<file path="src/sv/apdu_chain_reassembler_core_macros.svh">
// ----------------------------------------------------------------------------
// apdu chain reassembler assertion macros
// shared concurrent assertion forms, clocked on clk, disabled in reset
// ----------------------------------------------------------------------------
`ifndef APDU_CHAIN_REASSEMBLER_CORE_MACROS_SVH
`define APDU_CHAIN_REASSEMBLER_CORE_MACROS_SVH

// same-cycle implication
`define ACR_ASSERT_IMPL(lbl, ante, cons, msg) \
    lbl: assert property (@(posedge clk) disable iff (!rst_n) (ante) |-> (cons)) \
        else $error(msg);

// next-cycle implication
`define ACR_ASSERT_NEXT(lbl, ante, cons, msg) \
    lbl: assert property (@(posedge clk) disable iff (!rst_n) (ante) |=> (cons)) \
        else $error(msg);

`endif

</file>
<file path="src/sv/acr_pkg.sv">
// ----------------------------------------------------------------------------
// acr_pkg
// shared types and constants of the apdu chain reassembler
// ----------------------------------------------------------------------------
package acr_pkg;

    localparam int MAX_PACKET_DEF = 256;
    localparam int MAX_APDU_DEF   = 4096;

    localparam int BYTE_W  = 8;
    localparam int SIZE_W  = 9;
    localparam int LEN_W   = 13;

    // header byte layout
    localparam logic [BYTE_W-1:0] HDR_CHAIN_MASK = 8'h07;
    localparam logic [BYTE_W-1:0] HDR_PRESENT    = 8'h08;

    localparam logic [2:0] CODE_NONE  = 3'h0;
    localparam logic [2:0] CODE_FIRST = 3'h1;
    localparam logic [2:0] CODE_INTER = 3'h2;
    localparam logic [2:0] CODE_LAST  = 3'h4;

    // configuration reset values
    localparam logic              PRESENCE_RST = 1'b0;
    localparam logic [SIZE_W-1:0] PKT_SIZE_RST = 9'd64;
    localparam logic [LEN_W-1:0]  CAPACITY_RST = 13'd4096;

    typedef enum logic [1:0] {
        KIND_SINGLE = 2'd0,
        KIND_FIRST  = 2'd1,
        KIND_INTER  = 2'd2,
        KIND_LAST   = 2'd3
    } pkt_kind_t;

    typedef enum logic [2:0] {
        ST_OK       = 3'd0,
        ST_OVERFLOW = 3'd1,
        ST_CHAIN    = 3'd2,
        ST_PRESENCE = 3'd3,
        ST_SHORT    = 3'd4
    } status_t;

    typedef enum logic [1:0] {
        CFG_PRESENCE      = 2'd0,
        CFG_PACKET_SIZE   = 2'd1,
        CFG_APDU_CAPACITY = 2'd2
    } cfg_index_t;

    typedef struct packed {
        logic              presence_enabled;
        logic [SIZE_W-1:0] packet_size;
        logic [LEN_W-1:0]  apdu_capacity;
    } cfg_t;

    typedef struct packed {
        logic [BYTE_W-1:0] rx_byte;
        logic              packet_start;
        logic              packet_end;
    } in_beat_t;

    typedef struct packed {
        logic [BYTE_W-1:0] out_byte;
        logic              byte_valid;
        logic              apdu_done;
        logic [LEN_W-1:0]  apdu_length;
        status_t           status;
    } result_t;

endpackage

</file>
<file path="src/sv/acr_in_stage.sv">
// ----------------------------------------------------------------------------
// acr_in_stage
// input register: captures one received beat for the checking logic
// ----------------------------------------------------------------------------
module acr_in_stage (
    input  logic             clk,
    input  logic             rst_n,
    input  logic             in_valid,
    output logic             in_ready,
    input  acr_pkg::in_beat_t in_beat,
    input  logic             take,
    output logic             stage_valid,
    output acr_pkg::in_beat_t stage_beat
);
    import acr_pkg::*;

    logic     valid_reg;
    in_beat_t beat_reg;

    // empty, or the held beat moves on this cycle
    assign in_ready    = !valid_reg || take;
    assign stage_valid = valid_reg;
    assign stage_beat  = beat_reg;

    always_ff @(posedge clk or negedge rst_n)
    begin
        if (!rst_n)
        begin
            valid_reg <= 1'b0;
        end
        else if (in_ready)
        begin
            valid_reg <= in_valid;
        end
    end

    always_ff @(posedge clk)
    begin
        if (in_ready && in_valid)
        begin
            beat_reg <= in_beat;
        end
    end

endmodule

</file>
<file path="src/sv/acr_engine.sv">
// ----------------------------------------------------------------------------
// acr_engine
// header and length checks with the chain state registers
// ----------------------------------------------------------------------------
module acr_engine #(
    parameter int MAX_PACKET = acr_pkg::MAX_PACKET_DEF,
    parameter int MAX_APDU   = acr_pkg::MAX_APDU_DEF
) (
    input  logic              clk,
    input  logic              rst_n,
    input  logic              step,
    input  acr_pkg::in_beat_t beat,
    input  acr_pkg::cfg_t     cfg,
    output acr_pkg::result_t  result
);
    import acr_pkg::*;

    localparam int PW = $clog2(MAX_PACKET + 1);
    localparam int TW = $clog2(MAX_APDU + 1);
    localparam int CW = (PW > SIZE_W) ? PW : SIZE_W;
    localparam int AW = (TW > LEN_W) ? TW : LEN_W;

    logic          chain_open_reg, chain_open_next;
    pkt_kind_t     kind_reg, kind_next;
    logic [PW-1:0] pbytes_reg, pbytes_next;
    logic [TW-1:0] total_reg, total_next;
    logic          disc_reg, disc_next;

    logic [2:0]    code;
    logic          pres;
    logic [AW-1:0] cap_eff;
    logic [CW-1:0] psize_ext;
    logic          fail;
    status_t       st;
    logic          valid;
    logic [BYTE_W-1:0] ob;
    logic          done;

    assign code      = beat.rx_byte[2:0] & HDR_CHAIN_MASK[2:0];
    assign pres      = |(beat.rx_byte & HDR_PRESENT);
    assign psize_ext = CW'(cfg.packet_size);
    assign cap_eff   = (AW'(cfg.apdu_capacity) > AW'(MAX_APDU)) ?
                       AW'(MAX_APDU) : AW'(cfg.apdu_capacity);

    always_comb
    begin
        chain_open_next = chain_open_reg;
        kind_next       = kind_reg;
        pbytes_next     = pbytes_reg;
        total_next      = total_reg;
        disc_next       = disc_reg;
        st              = ST_OK;
        valid           = 1'b0;
        ob              = '0;
        done            = 1'b0;
        fail            = 1'b0;

        if (beat.packet_start)
        begin
            if (pbytes_reg != '0 && !disc_reg)
            begin
                // header inside an open packet
                st = ST_CHAIN;
            end
            else
            begin
                disc_next = 1'b0;
                if (pres != cfg.presence_enabled)
                begin
                    st = ST_PRESENCE;
                end
                else if (!chain_open_reg)
                begin
                    unique case (code)
                        CODE_NONE:
                        begin
                            kind_next  = KIND_SINGLE;
                            total_next = '0;
                        end
                        CODE_FIRST:
                        begin
                            kind_next  = KIND_FIRST;
                            total_next = '0;
                        end
                        default: st = ST_CHAIN;
                    endcase
                end
                else
                begin
                    unique case (code)
                        CODE_INTER: kind_next = KIND_INTER;
                        CODE_LAST:  kind_next = KIND_LAST;
                        default:    st = ST_CHAIN;
                    endcase
                end
            end
            if (st != ST_OK)
            begin
                fail = 1'b1;
            end
            else
            begin
                pbytes_next = PW'(1);
            end
        end
        else if (disc_reg)
        begin
            if (beat.packet_end)
            begin
                disc_next = 1'b0;
            end
        end
        else if (pbytes_reg != '0)
        begin
            if (kind_reg == KIND_INTER && CW'(pbytes_reg) >= psize_ext)
            begin
                st   = ST_SHORT;
                fail = 1'b1;
            end
            else if (AW'(total_reg) >= cap_eff)
            begin
                st   = ST_OVERFLOW;
                fail = 1'b1;
            end
            else
            begin
                valid      = 1'b1;
                ob         = beat.rx_byte;
                total_next = total_reg + TW'(1);
                if (pbytes_reg < PW'(MAX_PACKET))
                begin
                    pbytes_next = pbytes_reg + PW'(1);
                end
            end
        end

        // packet close on its last byte
        if (!fail && beat.packet_end && pbytes_next != '0 &&
            (beat.packet_start || valid))
        begin
            if (kind_next == KIND_INTER && CW'(pbytes_next) != psize_ext)
            begin
                st              = ST_SHORT;
                chain_open_next = 1'b0;
            end
            else if (kind_next == KIND_SINGLE || kind_next == KIND_LAST)
            begin
                done            = 1'b1;
                chain_open_next = 1'b0;
            end
            else
            begin
                chain_open_next = 1'b1;
            end
            pbytes_next = '0;
        end

        if (fail)
        begin
            chain_open_next = 1'b0;
            pbytes_next     = '0;
            disc_next       = !beat.packet_end;
        end
    end

    assign result.out_byte    = ob;
    assign result.byte_valid  = valid;
    assign result.apdu_done   = done;
    assign result.apdu_length = LEN_W'(total_next);
    assign result.status      = st;

    always_ff @(posedge clk or negedge rst_n)
    begin
        if (!rst_n)
        begin
            chain_open_reg <= 1'b0;
            kind_reg       <= KIND_SINGLE;
            pbytes_reg     <= '0;
            total_reg      <= '0;
            disc_reg       <= 1'b0;
        end
        else if (step)
        begin
            chain_open_reg <= chain_open_next;
            kind_reg       <= kind_next;
            pbytes_reg     <= pbytes_next;
            total_reg      <= total_next;
            disc_reg       <= disc_next;
        end
    end

endmodule

</file>
<file path="src/sv/acr_out_stage.sv">
// ----------------------------------------------------------------------------
// acr_out_stage
// result register: holds one result beat until the receiver takes it
// ----------------------------------------------------------------------------
module acr_out_stage (
    input  logic             clk,
    input  logic             rst_n,
    input  logic             load_valid,
    input  acr_pkg::result_t load_result,
    output logic             free,
    output logic             out_valid,
    input  logic             out_ready,
    output acr_pkg::result_t out_result
);
    import acr_pkg::*;

    logic    valid_reg;
    result_t result_reg;

    assign free       = !valid_reg || out_ready;
    assign out_valid  = valid_reg;
    assign out_result = result_reg;

    always_ff @(posedge clk or negedge rst_n)
    begin
        if (!rst_n)
        begin
            valid_reg <= 1'b0;
        end
        else if (free)
        begin
            valid_reg <= load_valid;
        end
    end

    always_ff @(posedge clk)
    begin
        if (free && load_valid)
        begin
            result_reg <= load_result;
        end
    end

endmodule

</file>
<file path="src/sv/apdu_chain_reassembler_core.sv">
// ----------------------------------------------------------------------------
// apdu_chain_reassembler_core
// receive-side reassembly of chained packets into apdu bytes
// ----------------------------------------------------------------------------
// usage
// - input channel (in_valid/in_ready) carries one received byte per beat,
//   with packet_start on the header byte and packet_end on the final byte
// - output channel (out_valid/out_ready) returns exactly one result beat per
//   input beat, in order: payload byte, completion flag, running length and
//   status
// - cfg channel (cfg_valid/cfg_ready) writes presence_enabled, packet_size or
//   apdu_capacity by index; cfg_ready is always high; write only while idle
// - the beat sits in the input register while the checking logic works on
//   it, and its result loads into the result register once that register
//   is free, which raises out_valid
// - throughput is one beat per cycle while out_ready holds high; the chain
//   state loop closes through the engine, so beats follow back to back
// - when the receiver stalls, the result register holds and the input
//   register still takes one more beat; beyond that in_ready drops
// - reset clears both pipeline registers, the chain state (idle, no packet
//   open, length zero, not discarding) and loads the default configuration
// ----------------------------------------------------------------------------
`include "apdu_chain_reassembler_core_macros.svh"

module apdu_chain_reassembler_core #(
    parameter int MAX_PACKET = acr_pkg::MAX_PACKET_DEF,
    parameter int MAX_APDU   = acr_pkg::MAX_APDU_DEF
) (
    input  logic                         clk,
    input  logic                         rst_n,
    // input beats
    input  logic                         in_valid,
    output logic                         in_ready,
    input  logic [acr_pkg::BYTE_W-1:0]   rx_byte,
    input  logic                         packet_start,
    input  logic                         packet_end,
    // result beats
    output logic                         out_valid,
    input  logic                         out_ready,
    output logic [acr_pkg::BYTE_W-1:0]   out_byte,
    output logic                         byte_valid,
    output logic                         apdu_done,
    output logic [acr_pkg::LEN_W-1:0]    apdu_length,
    output logic [2:0]                   status,
    // configuration writes
    input  logic                         cfg_valid,
    output logic                         cfg_ready,
    input  logic [1:0]                   cfg_index,
    input  logic [acr_pkg::LEN_W-1:0]    cfg_data
);
    import acr_pkg::*;

    in_beat_t in_beat;
    in_beat_t stage_beat;
    logic     stage_valid;
    logic     out_free;
    logic     step;
    result_t  eng_result;
    result_t  out_result;
    cfg_t     cfg;
    logic     hard_err;

    logic              presence_reg;
    logic [SIZE_W-1:0] pkt_size_reg;
    logic [LEN_W-1:0]  capacity_reg;

    // configuration registers, always writable
    assign cfg_ready = 1'b1;

    always_ff @(posedge clk or negedge rst_n)
    begin
        if (!rst_n)
        begin
            presence_reg <= PRESENCE_RST;
            pkt_size_reg <= PKT_SIZE_RST;
            capacity_reg <= CAPACITY_RST;
        end
        else if (cfg_valid)
        begin
            unique case (cfg_index)
                CFG_PRESENCE:      presence_reg <= cfg_data[0];
                CFG_PACKET_SIZE:   pkt_size_reg <= cfg_data[SIZE_W-1:0];
                CFG_APDU_CAPACITY: capacity_reg <= cfg_data;
                default:           ; // unmapped index, write dropped
            endcase
        end
    end

    assign cfg.presence_enabled = presence_reg;
    assign cfg.packet_size      = pkt_size_reg;
    assign cfg.apdu_capacity    = capacity_reg;

    assign in_beat.rx_byte      = rx_byte;
    assign in_beat.packet_start = packet_start;
    assign in_beat.packet_end   = packet_end;

    // a held beat is processed whenever the result register can take it
    assign step = stage_valid && out_free;

    acr_in_stage u_in_stage (
        .clk         (clk),
        .rst_n       (rst_n),
        .in_valid    (in_valid),
        .in_ready    (in_ready),
        .in_beat     (in_beat),
        .take        (out_free),
        .stage_valid (stage_valid),
        .stage_beat  (stage_beat)
    );

    acr_engine #(
        .MAX_PACKET (MAX_PACKET),
        .MAX_APDU   (MAX_APDU)
    ) u_engine (
        .clk    (clk),
        .rst_n  (rst_n),
        .step   (step),
        .beat   (stage_beat),
        .cfg    (cfg),
        .result (eng_result)
    );

    acr_out_stage u_out_stage (
        .clk         (clk),
        .rst_n       (rst_n),
        .load_valid  (stage_valid),
        .load_result (eng_result),
        .free        (out_free),
        .out_valid   (out_valid),
        .out_ready   (out_ready),
        .out_result  (out_result)
    );

    assign out_byte    = out_result.out_byte;
    assign byte_valid  = out_result.byte_valid;
    assign apdu_done   = out_result.apdu_done;
    assign apdu_length = out_result.apdu_length;
    assign status      = out_result.status;

    // overflow, chain or presence error on the result beat
    assign hard_err = (status == ST_OVERFLOW) || (status == ST_CHAIN) ||
                      (status == ST_PRESENCE);

    // completion only on a clean close
    `ACR_ASSERT_IMPL(a_done_clean, out_valid && apdu_done, status == ST_OK, "done on error")

    // no payload passes with an overflow, chain or presence error
    `ACR_ASSERT_IMPL(a_err_no_byte, out_valid && hard_err, !byte_valid, "payload on error")

    // a processed beat always shows up as a result next cycle
    `ACR_ASSERT_NEXT(a_step_out, step, out_valid, "processed beat lost")

    // dropped payload slot carries a zero byte
    `ACR_ASSERT_IMPL(a_idle_byte, out_valid && !byte_valid, out_byte == '0, "stale byte")

endmodule

</file>
<file path="config.mk">
export PLATFORM = sky130hd
export DESIGN_NAME = apdu_chain_reassembler_core
export DESIGN_NICKNAME = d
export VERILOG_FILES = /design/src/sv/acr_pkg.sv /design/src/sv/acr_in_stage.sv /design/src/sv/acr_engine.sv /design/src/sv/acr_out_stage.sv /design/src/sv/apdu_chain_reassembler_core.sv
export VERILOG_INCLUDE_DIRS = /design/src /design/src/sv
export SDC_FILE = /design/constraint.sdc
export NUM_CORES = 1
export LEC_CHECK = 0
export BUFFER_PORTS_ARGS = -buffer_cell sky130_fd_sc_hd__buf_2
export CORE_MARGIN = 8
export CORE_UTILIZATION = 45
export DETAILED_ROUTE_END_ITERATION = 6
export GPL_TIMING_DRIVEN = 0
export PLACE_DENSITY = 0.68
export SYNTH_ARGS = -nofsm -noshare
export SYNTH_HDL_FRONTEND = slang
export SYNTH_SLANG_ARGS = --single-unit
</file>
<file path="constraint.sdc">
create_clock -name clk -period 3.95 [get_ports clk]
set_input_delay 0.395 -clock clk [delete_from_list [all_inputs] [get_ports clk]]
set_output_delay 0.395 -clock clk [all_outputs]
set_load 0.05 [all_outputs]
</file>
Word level (Yosys, flattened, before mapping)
Cells that the tools add are included.
W data, S select, Z words.
{ "classes": {"n_eq_ne": 11, "reduce_logical": 33, "bitwise_logic": 2, "magnitude_cmp": 4, "n_addsub": 2, "muxes": 59} }
{ "op_table": {"columns": ["op", "n"], "rows": [
  ["$mux W13", 10],
  ["$mux W9", 9],
  ["$mux W3", 10],
  ["$mux W1", 22],
  ["$reduce_bool A9 Y1", 2],
  ["$add A13 B1 Y13 const B", 1],
  ["$ge A13 B13 Y1", 1],
  ["$gt A13 B13 Y1 const B", 1],
  ["$mux W2", 6],
  ["$reduce_and A2 Y1", 5],
  ["$add A9 B1 Y9 const B", 1],
  ["$ge A9 B9 Y1", 1],
  ["$lt A9 B9 Y1 const B", 1],
  ["$ne A9 B9 Y1", 1],
  ["$eq A2 B2 Y1 const B", 4],
  ["$logic_and A1 B1 Y1", 8],
  ["$pmux W2 S2", 2],
  ["$reduce_or A2 Y1", 3],
  ["$logic_not A1 Y1", 5],
  ["$reduce_or A5 Y1", 1],
  ["$logic_not A2 Y1", 2],
  ["$logic_or A1 B1 Y1", 4],
  ["$eq A3 B1 Y1 const B", 1],
  ["$eq A3 B2 Y1 const B", 1],
  ["other kinds (8)", 9]
]} }
{ "totals": {"register_bits": 87, "in_bits": 30} }

Logic depth before layout (Yosys ltp)
{ "depth": {"word_depth": 16, "ltp_mapped": 15} }

Cells and area by module
A second synthesis with hierarchy kept.
{ "unflattened": {"cells_unflattened": 467, "hier_area_um2": 5016.1} }
{ "by_module_without_submodules": {"columns": ["module", "instances", "cells_each", "area_per_inst_um2"], "rows": [
  ["acr_engine", 1, 370, 2920.3],
  ["apdu_chain_reassembler_core", 1, 53, 907.1],
  ["acr_out_stage", 1, 30, 834.6],
  ["acr_in_stage", 1, 14, 354.1]
]} }

Least setup slack after synthesis
Ideal clock, no wire load.
{ "synth_path": {"kind": "register to register", "from": "reg capacity_reg[12]", "to": "reg u_out_stage.result_reg, in the netlist u_out_stage.out_result[16] (data pin)", "stages_incl_launch_ff": 14, "path_slack_ns": 0.476, "period_less_slack_ns": 3.474, "arrival_time_ns": 3.219, "path_buffers": 2, "cell_sequence": "dfstp_2 -> inv_1 -> clkbuf_1 -> ha_1 -> nand4_1 -> or3_1 -> o211ai_1 -> buf_6 -> nor3_1 -> a311oi_1 -> nor4b_2 -> a21oi_2 -> and2_1 -> and3_1"} }
{ "synth_between": {"elab_chain_len": 14, "elab_cells_between_ends": 28, "cone_classes": "2 x order compare; 1 x eq/ne; 16 x mux; 1 x bitwise; 8 x reduce/logical"} }
{ "synth_rtl": {"columns": ["element", "line_no", "rtl"], "rows": [
  ["start, declared", "apdu_chain_reassembler_core.sv:65", "logic [LEN_W-1:0] capacity_reg;"],
  ["start signal, assigned", "apdu_chain_reassembler_core.sv:83", "CFG_APDU_CAPACITY: capacity_reg <= cfg_data;"],
  ["$gt A13 B13 Y1", "acr_engine.sv:42", "assign cap_eff = (AW'(cfg.apdu_capacity) > AW'(MAX_APDU)) ?"],
  ["$mux W13 (*)", "acr_engine.sv:42", null],
  ["$ge A13 B13 Y1 (*)", "acr_engine.sv:120", "else if (AW'(total_reg) >= cap_eff)"],
  ["parallel branches: the longest is 10 deep, another holds $mux W9", null, null],
  ["$reduce_or A2 Y1 (no line) (*)", null, null],
  ["end signal, assigned", "acr_out_stage.sv:40", "result_reg <= load_result;"],
  ["end, declared", "acr_out_stage.sv:18", "result_t result_reg;"]
]} }
Every way passes the cells marked *.
A chain may end at the register's enable or synchronous reset.

==> flow_summary_export.csv <==
group,metric,value,unit
timing,tightest_slew,1190,ps
final_layout,multi_input_area,2430,um2
setup_path,critPathTopFamily,"compound AO/OA/AOI/OAI gates",
placed_design,portBuffers,57,
floorplan,start_util,45.6,%
final_layout,drive_above_1_share,28.1,%
timing,skew,14.2,ps
pwr,internal_power,0.00173,W
clock_tree,clockBufferDepth,2,
clock_tree,clkLatencyLatePin,370,ps
global_route,grt_use_total,17.0,%
floorplan,dieArea,14500,um2
final_layout,num_antenna_cells,0,
setup_path,crit_type,"flop to flop",
worst_hold_path,hp-class,"input port to flop",
synthesis,synthArstFlopShare,58.6,%
drt,vias,3806,
timing,relSlewSlack,20.6,%
global_route,overflow,0,
setup_path,slowest_delay,580,ps
synthesis,yosys_warnings,0,
final_layout,largest_reg_flops,26,
timing,hold_violations,0,
synthesis,synth_enable_flop_cells,36,
final_layout,fin_nets,592,
pwr,combPwrFrac,27.4,%
final_layout,final_cell_mix,"nand2_1, buf_2, dfrtp_1",
final_layout,area_delta_synth_final,17.4,%
placed_design,hpwl,8860,um
synthesis,synth_area,4900,um2
drt,detail_route.iter0.violations,316,
synthesis,synth_cell_types,70,
synthesis,syn_inst,462,
drt,ant_nets,0,
placed_design,gp_congestion,0.887,
clock_tree,ctsHoldBuffers,0,
drt,post_drt_wl_per_cell,17.7,um
final_layout,finish.utilization,53.5,%
pwr,pwr-share-seq,43.9,%
floorplan,io_pins,59,
pwr,p_sw,0.000861,W
global_route,grt_first_pass_wirelength,19500,um
global_route,antenna_found_initial,0,
final_layout,regArea,2360,um2
timing,final.setup.tns,0,ps
timing,maxSlewViolCount,0,
clock_tree,path_clk_slew,90,ps
setup_path,end_kind,"flop",
setup_path,worstPathArrival,4040,ps
drt,first_pass_iters,5,
pwr,vdd_drop_max,244,uV
floorplan,die_height,120,um
synthesis,ys_seq_area_share,48.2,%
clock_tree,cts_buffers,9,
pwr,swShare,33.2,%
synthesis,synth_top_cell_area_share,25.0,%
synthesis,syn_avg_cell_area,10.6,um2
timing,setup_viol,0,
drt,route.detailed.drc,0,
global_route,grt_max_degree,52,
floorplan,fp.dieW,120,um
pwr,pwr-share-clk,28.7,%
floorplan,core_area,10700,um2
clock_tree,root_buffer,"clkbuf_8",
timing,whs,200,ps
clock_tree,cts_tree,"yes",
synthesis,synth-seq-cells,87,
pwr,p_per_area,451,nW/um2
setup_path,cpMaxStageDelayCell,"dfstp_2",
clock_tree,ctsHtreeMaxLevel,3,
timing,finalCritPeriodShare,99.9,%
synthesis,synth_area_leaders,"dfrtp_1, edfxtp_1, ha_1, mux2_2, nand2_1",
setup_path,crit_chain,"inv_1 -> ha_1 -> a21oi_1 -> o21ai_1 -> o2111ai_2 -> o211ai_1 -> buf_6 -> nor3_4 -> a21oi_2 -> nor4_2 -> nand3_1 -> o41ai_4 -> o32ai_2",
setup_path,cp_max_fo,7,
pwr,leakage,2.47,nW
global_route,grt_pass1_vias,3772,
setup_path,cp.required,4050,ps
setup_path,path_buf_inv,2,
final_layout,nFillCells,951,
floorplan,rows,38,
setup_path,regToRegSetupSlack,2,ps
drt,avgViaCountPerCell,5.59,
final_layout,final_common_cell,"nand2_1",
synthesis,ys.flop_type,"dfrtp_1",
run,maxCapViolCount,0,
setup_path,start_kind,"flop",
drt,wirelength,12100,um
run_status,outcome,"finished clean",
clock_tree,cts_sinks,87,
synthesis,syn-num-nets,518,
synthesis,yosysTopAreaCell,"dfrtp_1",
timing,fmax,0.253,GHz
timing,post-route-min-period,3950,ps
-- worst reg2reg max path, cell delays in order, from the launching register on --
cell       delay [ps]
dfstp_2           580
inv_1              50
ha_1              300
a21oi_1           180
o21ai_1           130
o2111ai_2         410
o211ai_1          320
buf_6             240
nor3_4            270
a21oi_2            70
nor4_2            290
nand3_1           220
o41ai_4           480
o32ai_2           130
-- timing repair --
| item | CTS | global route |
|---|---|---|
| setup endpoints to repair | 11 | 18 |
| endpoints found under the hold margin | 0 | 0 |
| gates cloned | 0 | 1 |
| gates resized for setup | 4 | 17 |
| pin swaps | 1 | 8 |
| setup buffers | 0 | 5 |
-- area by class of cell --
type,count,share of cell area (%)
multi-input combinational,339,42.3
sequential,87,41.0
timing repair buffer,63,5.70
tap,140,3.05
buffer,17,2.55
clock buffer,10,2.22
clock inverter,6,1.87
inverter,19,1.24
-- layer usage --
metal | wire, um | global-route usage (%) | vias up
li1 | - | - | 1824
met4 | 184 | 5.93 | 0
met2 | 6070 | 28.7 | 126
met5 | 0 | 0 | -
met3 | 651 | 4.48 | 21
met1 | 5150 | 20.7 | 1835
-- power by group through the flow --
| stage | sequential (W) | clock [W] | combinational [W] |
|---|---|---|---|
| after detailed placement | 0.00115 | 0 | 0.000661 |
| after floorplan | 0.00124 | 0 | 0.000388 |
| after global placement | 0.00115 | 0 | 0.000646 |
| after CTS | 0.00114 | 0.000763 | 0.000672 |
| after global routing | 0.00115 | 0.000799 | 0.000776 |
| final | 0.00114 | 0.000745 | 0.000710 |
-- synth_stat cells (5+ instances only) --
| library cell | number |
|---|---|
| nand2_1 | 83 |
| o211ai_1 | 6 |
| edfxtp_1 | 36 |
| o21ai_0 | 22 |
| nor3_1 | 9 |
| nor2_1 | 22 |
| clkbuf_1 | 7 |
| xnor2_1 | 5 |
| nand3_1 | 11 |
| ha_1 | 26 |
| nand4_1 | 11 |
| dfrtp_1 | 49 |
| inv_1 | 19 |
| mux2i_1 | 8 |
| mux2_2 | 28 |
| a21oi_1 | 19 |
| and2_1 | 10 |
| o31ai_1 | 8 |
-- cell families after synthesis --
logic type      count (synthesis)  synth area share [%]
other cells                     1                0.0765
mux                            36                  8.07
simple gates                  187                  19.7
xor+xnor                        6                  1.07
compound gates                 83                  11.9
buf+inv                        36                  4.34
flops                          87                  48.2
fa+ha+maj                      26                  6.64
-- final timing paths --
check,start,end,depth (start not counted)
max,pkt_size_reg[6],u_out_stage.out_result[2],13
min,packet_start,u_in_stage.stage_beat[1],1
max reg2reg,pkt_size_reg[6],u_out_stage.out_result[2],13
min reg2reg,capacity_reg[0],capacity_reg[0],1
max in group asynchronous,rst_n,capacity_reg[0],1
min in group asynchronous,rst_n,u_engine.total_reg[8],1
-- through the flow --
step	total power [W]	setup slack [ps]	cell area [um2]	cells
after floorplan	0.00163	476	4900	462
after global placement	0.00180	-227	5360	659
after detailed placement	0.00182	-187	5360	659
after CTS	0.00257	8.35	5620	675
after global routing	0.00273	-84.1	5750	681
final	0.00259	2.19	5750	681
(Power assumes the default switching activity.)
